--- src/rtl/catmull_rom_path_eval_top_assert.svh ---
// Assertion macros shared by the path evaluator RTL.
// Both expect clk_i in scope; CRPE_ASSERT also expects rst_ni.
`ifndef CATMULL_ROM_PATH_EVAL_TOP_ASSERT_SVH
`define CATMULL_ROM_PATH_EVAL_TOP_ASSERT_SVH

// Checked only while out of reset.
`define CRPE_ASSERT(name, prop, msg) \
  name: assert property (@(posedge clk_i) disable iff (!rst_ni) prop) else $error(msg);

// Checked at every edge, reset included.
`define CRPE_ASSERT_ALWAYS(name, prop, msg) \
  name: assert property (@(posedge clk_i) prop) else $error(msg);

`endif

--- src/rtl/crpe_pkg.sv ---
`default_nettype none

package crpe_pkg;

  localparam int unsigned MAX_POINTS = 64;
  localparam int unsigned CNT_W      = $clog2(MAX_POINTS + 1);
  localparam int unsigned IDX_W      = $clog2(MAX_POINTS);
  localparam int unsigned COORD_W    = 32;
  // Horner accumulator: |c|+|b|+|a|+|2p1| < 24 * 2^31, plus sign
  localparam int unsigned ACC_W      = 37;

  typedef enum logic [1:0] {
    ACT_APPEND = 2'd0,
    ACT_CLEAR  = 2'd1,
    ACT_EVAL   = 2'd2
  } action_e;

  typedef enum logic [2:0] {
    ALU_NOP,
    ALU_LOAD,
    ALU_MUL,
    ALU_ADD,
    ALU_HALF
  } alu_op_e;

  typedef struct packed {
    alu_op_e                   op;
    logic signed [ACC_W-1:0]   operand;
  } alu_cmd_t;

  typedef struct packed {
    logic signed [COORD_W-1:0] x;
    logic signed [COORD_W-1:0] y;
    logic signed [COORD_W-1:0] z;
  } point_t;

  typedef struct packed {
    logic [1:0]                action;
    logic signed [COORD_W-1:0] point_x;
    logic signed [COORD_W-1:0] point_y;
    logic signed [COORD_W-1:0] point_z;
    logic signed [COORD_W-1:0] param_t;
  } in_t;

  typedef struct packed {
    logic signed [COORD_W-1:0] pos_x;
    logic signed [COORD_W-1:0] pos_y;
    logic signed [COORD_W-1:0] pos_z;
    logic [CNT_W-1:0]          points_held;
    logic                      point_dropped;
  } out_t;

endpackage

`default_nettype wire

--- src/rtl/crpe_alu.sv ---
`default_nettype none

module crpe_alu #(
  parameter int unsigned FRAC_BITS = 16
) (
  input  wire logic                                  clk_i,
  input  wire logic                                  rst_ni,
  input  wire crpe_pkg::alu_cmd_t                    cmd_i,
  input  wire logic [FRAC_BITS:0]                    u_i,
  output logic signed [crpe_pkg::ACC_W-1:0]          acc_o,
  output logic signed [crpe_pkg::ACC_W+FRAC_BITS+1:0] prod_o
);

  import crpe_pkg::*;

  localparam int unsigned PROD_W = ACC_W + FRAC_BITS + 2;
  localparam logic signed [PROD_W-1:0] RND     = PROD_W'(1) <<< (FRAC_BITS - 1);
  localparam logic signed [ACC_W-1:0]  ACC_ONE = ACC_W'(1);

  logic signed [ACC_W-1:0]     acc_q, acc_d;
  logic signed [PROD_W-1:0]    prod_q, prod_d;
  logic signed [FRAC_BITS+1:0] u_s;
  logic signed [PROD_W-1:0]    rnd_sum;
  logic signed [PROD_W-1:0]    rnd_shift;

  assign u_s       = {1'b0, u_i};
  // round half up: floor((p + half) / 2^F)
  assign rnd_sum   = prod_q + RND;
  assign rnd_shift = rnd_sum >>> FRAC_BITS;

  always_comb begin
    acc_d  = acc_q;
    prod_d = prod_q;
    unique case (cmd_i.op)
      ALU_NOP:  ;
      ALU_LOAD: acc_d  = cmd_i.operand;
      ALU_MUL:  prod_d = PROD_W'(acc_q) * PROD_W'(u_s);
      ALU_ADD:  acc_d  = $signed(rnd_shift[ACC_W-1:0]) + cmd_i.operand;
      ALU_HALF: acc_d  = $signed(acc_q + ACC_ONE) >>> 1;
      default:  ;
    endcase
  end

  always_ff @(posedge clk_i or negedge rst_ni) begin
    if (!rst_ni) begin
      acc_q  <= '0;
      prod_q <= '0;
    end else begin
      acc_q  <= acc_d;
      prod_q <= prod_d;
    end
  end

  assign acc_o  = acc_q;
  assign prod_o = prod_q;

endmodule

`default_nettype wire

--- config.mk ---
export PLATFORM = sky130hd
export DESIGN_NAME = crpe_alu
export DESIGN_NICKNAME = d
export VERILOG_FILES = /design/src/rtl/catmull_rom_path_eval_top_assert.svh /design/src/rtl/crpe_pkg.sv /design/src/rtl/crpe_alu.sv
export SDC_FILE = /design/constraint.sdc
export NUM_CORES = 2
export LEC_CHECK = 0
export ABC_CLOCK_PERIOD_IN_PS = 7200
export BUFFER_PORTS_ARGS = -buffer_cell sky130_fd_sc_hd__buf_2
export CORE_MARGIN = 4
export CORE_UTILIZATION = 40
export DETAILED_ROUTE_END_ITERATION = 10
export SLEW_MARGIN = 10
export SYNTH_ARGS = -nofsm -noshare
export SYNTH_HDL_FRONTEND = slang
export SYNTH_SLANG_ARGS = --single-unit
--- constraint.sdc ---
create_clock -name clk_i -period 7.2 [get_ports clk_i]
set_clock_uncertainty 0.1 [all_clocks]
set_input_delay 2.16 -clock clk_i [delete_from_list [all_inputs] [get_ports clk_i]]
set_output_delay 2.16 -clock clk_i [all_outputs]
set_load 0.01 [all_outputs]
==> metrics.txt <==
layout cells sized above 1=0.212; period utilization=1.10; FMAX=126 MHz; Unique masters post-synth=73; Setup violations, final=34; max cap viols=0; first-pass GRT wire length=138000 um; Worst EP required=7.33 ns; Routed WL=86400 um; post-DP HPWL=70900 um; vias in the first global route=25677; number of synthesized flops with an enable pin=0; antenna violations before repair=0; proportion of synthesized chip area in sequential cells=0.0798; H-tree lvl count=3; Setup crit end kind=flop; ANT nets after route=0; Rel. slew slack=0.418; chip width=277 um; CP Max Fanout=6; violated checks=negative setup slack; Die H=277 um; Tmin final=7.95 ns; status=finished with violations; Slowest Stage Delay on Critical Path=0.55 ns; Post-Synthesis Net Count=4225; root buffer cell=clkbuf_16; global router's overall resource usage=0.226; Syn-to-layout area delta=22.4%; die area=76500 um2; final slew viol count=0; area leader, netlist=fa_1; Final WS setup=-0.755 ns; Remaining Overflow, GRT=0; Worst-Margin Slew=0.867 ns; DR vias=24205; Layout Nets=4618; unrepaired setup endpoints after global routing=yes; Mapped Area=28800 um2; Clk Latency, worst-skew pair=0.36 ns; most frequent cell after synthesis=inv_1; port bufs=150; CP startpoint kind=input pin; post-synth top area share=0.414; Hold Crit Class=flop to flop; drt wl/cell=18.2 um; placed cells=4672; Via density=5.09; mean post-synth cell area=8.47 um2; Crit-path slowest cell=fa_1; kind of critical path=input pin to flop; final hold vios=0; Non-Filler Instances=4753; clk buf depth=2; DRC viols=0; Iter 0 DRT Violations=1434; Initial DRT Pass Iterations=7; CTS Buf Count=9; commonest cells in the netlist=inv_1 (716), fa_1 (597), nand2_1 (530); #FFs+latches synth=92; Reg clk slew, reported paths=0.08 ns; placer congestion estimate=0.957; largest net degree at the start of global routing=64; asr flop ratio synth=1.00; Starting Density=0.403; Arr. time, crit path=8.09 ns; Post-Syn Instances=3403; top cells by area, synth=fa_1 (41%), inv_1 (9.3%), dfrtp_1 (8.0%), ha_1 (7.2%), nand2_1 (6.9%); num ports=151; Fillers=6884; CTS sink count=92; site row count=98; top_reg_cell synth=dfrtp_1; most used cell, CP=fa_1; Core Area=71500 um2; Synthesis Warnings=0; CTS tree=built
==> cell families after synthesis <==
family,count (synthesis),share of synthesized area
flops,92,0.0798
mux,3,0.00104
compound gates,413,0.0911
fa+ha+maj,763,0.486
buf+inv,903,0.118
xor+xnor,142,0.0431
simple gates,1087,0.181
==> per-stage QoR <==
step           cell area, um2  utilization  TNS [ns]  hold WS [ns]  worst slack (ns)
6_report                35300        0.494    -15.36         0.371            -0.755
5_1_grt                 35300        0.494    -21.24         0.404            -0.891
2_1_floorplan           29100            -    -18.54         0.407            -0.898
4_1_cts                 34600        0.484    -15.57         0.369            -0.773
3_3_place_gp            33000        0.462    -40.26         0.350             -1.42
3_5_place_dp            33000        0.462    -41.84         0.352             -1.49
==> repair_timing <==
action,in CTS,in global routing
pin swaps,122,116
gates cloned,6,2
endpoints found under the setup margin,39,41
hold buffers,0,0
gates resized for setup,203,140
buffers inserted,50,16
endpoints found under the hold margin,0,0
==> path summary, 6_finish.rpt <==
| kind | startpoint | end | slack, ns | cells after the start |
|---|---|---|---|---|
| setup / recovery | u_i[3] | prod_o[50] | -0.75 | 25 |
| hold / removal | prod_o[0] | prod_o[0] | 0.37 | 2 |
| setup reg to reg | acc_o[4] | prod_o[50] | 0.28 | 23 |
| hold reg to reg | prod_o[0] | prod_o[0] | 0.37 | 2 |
| max in group asynchronous | rst_ni | prod_o[46] | 4.20 | 2 |
| min in group asynchronous | rst_ni | prod_o[10] | 1.62 | 1 |
==> registers in the layout (all words and copies together) (netlist names) <==
register	count
acc_o	37
prod_o	55
==> critical path: cells and delay by family <==
| family | cells | cell delay (ns) |
|---|---|---|
| adder cells (fa/ha/maj) | 7 | 3.23 |
| AO/OA/AOI/OAI | 8 | 1.60 |
| buffers and inverters | 7 | 0.64 |
| AND/OR/NAND/NOR | 3 | 0.44 |
==> per-layer routing <==
metal  up-vias  share of wire  global-route usage  wire length, um
li1      11097              -                   -                -
met1     12377           0.40               0.280            34500
met2       591           0.53               0.424            45700
met3       140          0.039              0.0161             3370
met4         0          0.034              0.0634             2910
met5         -              0                   0                0
==> final cells by class <==
cell class                 count  area (um2)  area share
antenna                        2        5.00    0.000142
inverter                     717        2690      0.0763
clock inverter                 6        76.3     0.00216
tap                          950        1190      0.0337
sequential                    92        2300      0.0652
clock buffer                  10         229     0.00649
multi-input combinational   2408       24100       0.684
timing repair buffer         568        4670       0.132
==> placed cells by master, fill, tap and decap left out, drive strengths merged, types with 4 or more instances in the layout <==
master    n
inv     721
fa      597
buf     563
nand2   530
and2    272
ha      166
a21oi   129
nor2    110
o21ai    99
xnor2    93
dfrtp    92
a21o     49
xor2     49
nand3    42
and3     30
nand4    27
nor3     19
a31oi    18
o21bai   16
o21a     14
clkbuf   13
nor2b    12
a221oi   11
o211ai   10
nand2b   10
a211oi   10
o22ai    10
and4      9
or3       7
nand4b    5
o31ai     5
or2       4
a22oi     4
a311oi    4
Power is not shown: default switching activity piles up to over one toggle a cycle in this logic, so the estimate is an artifact.
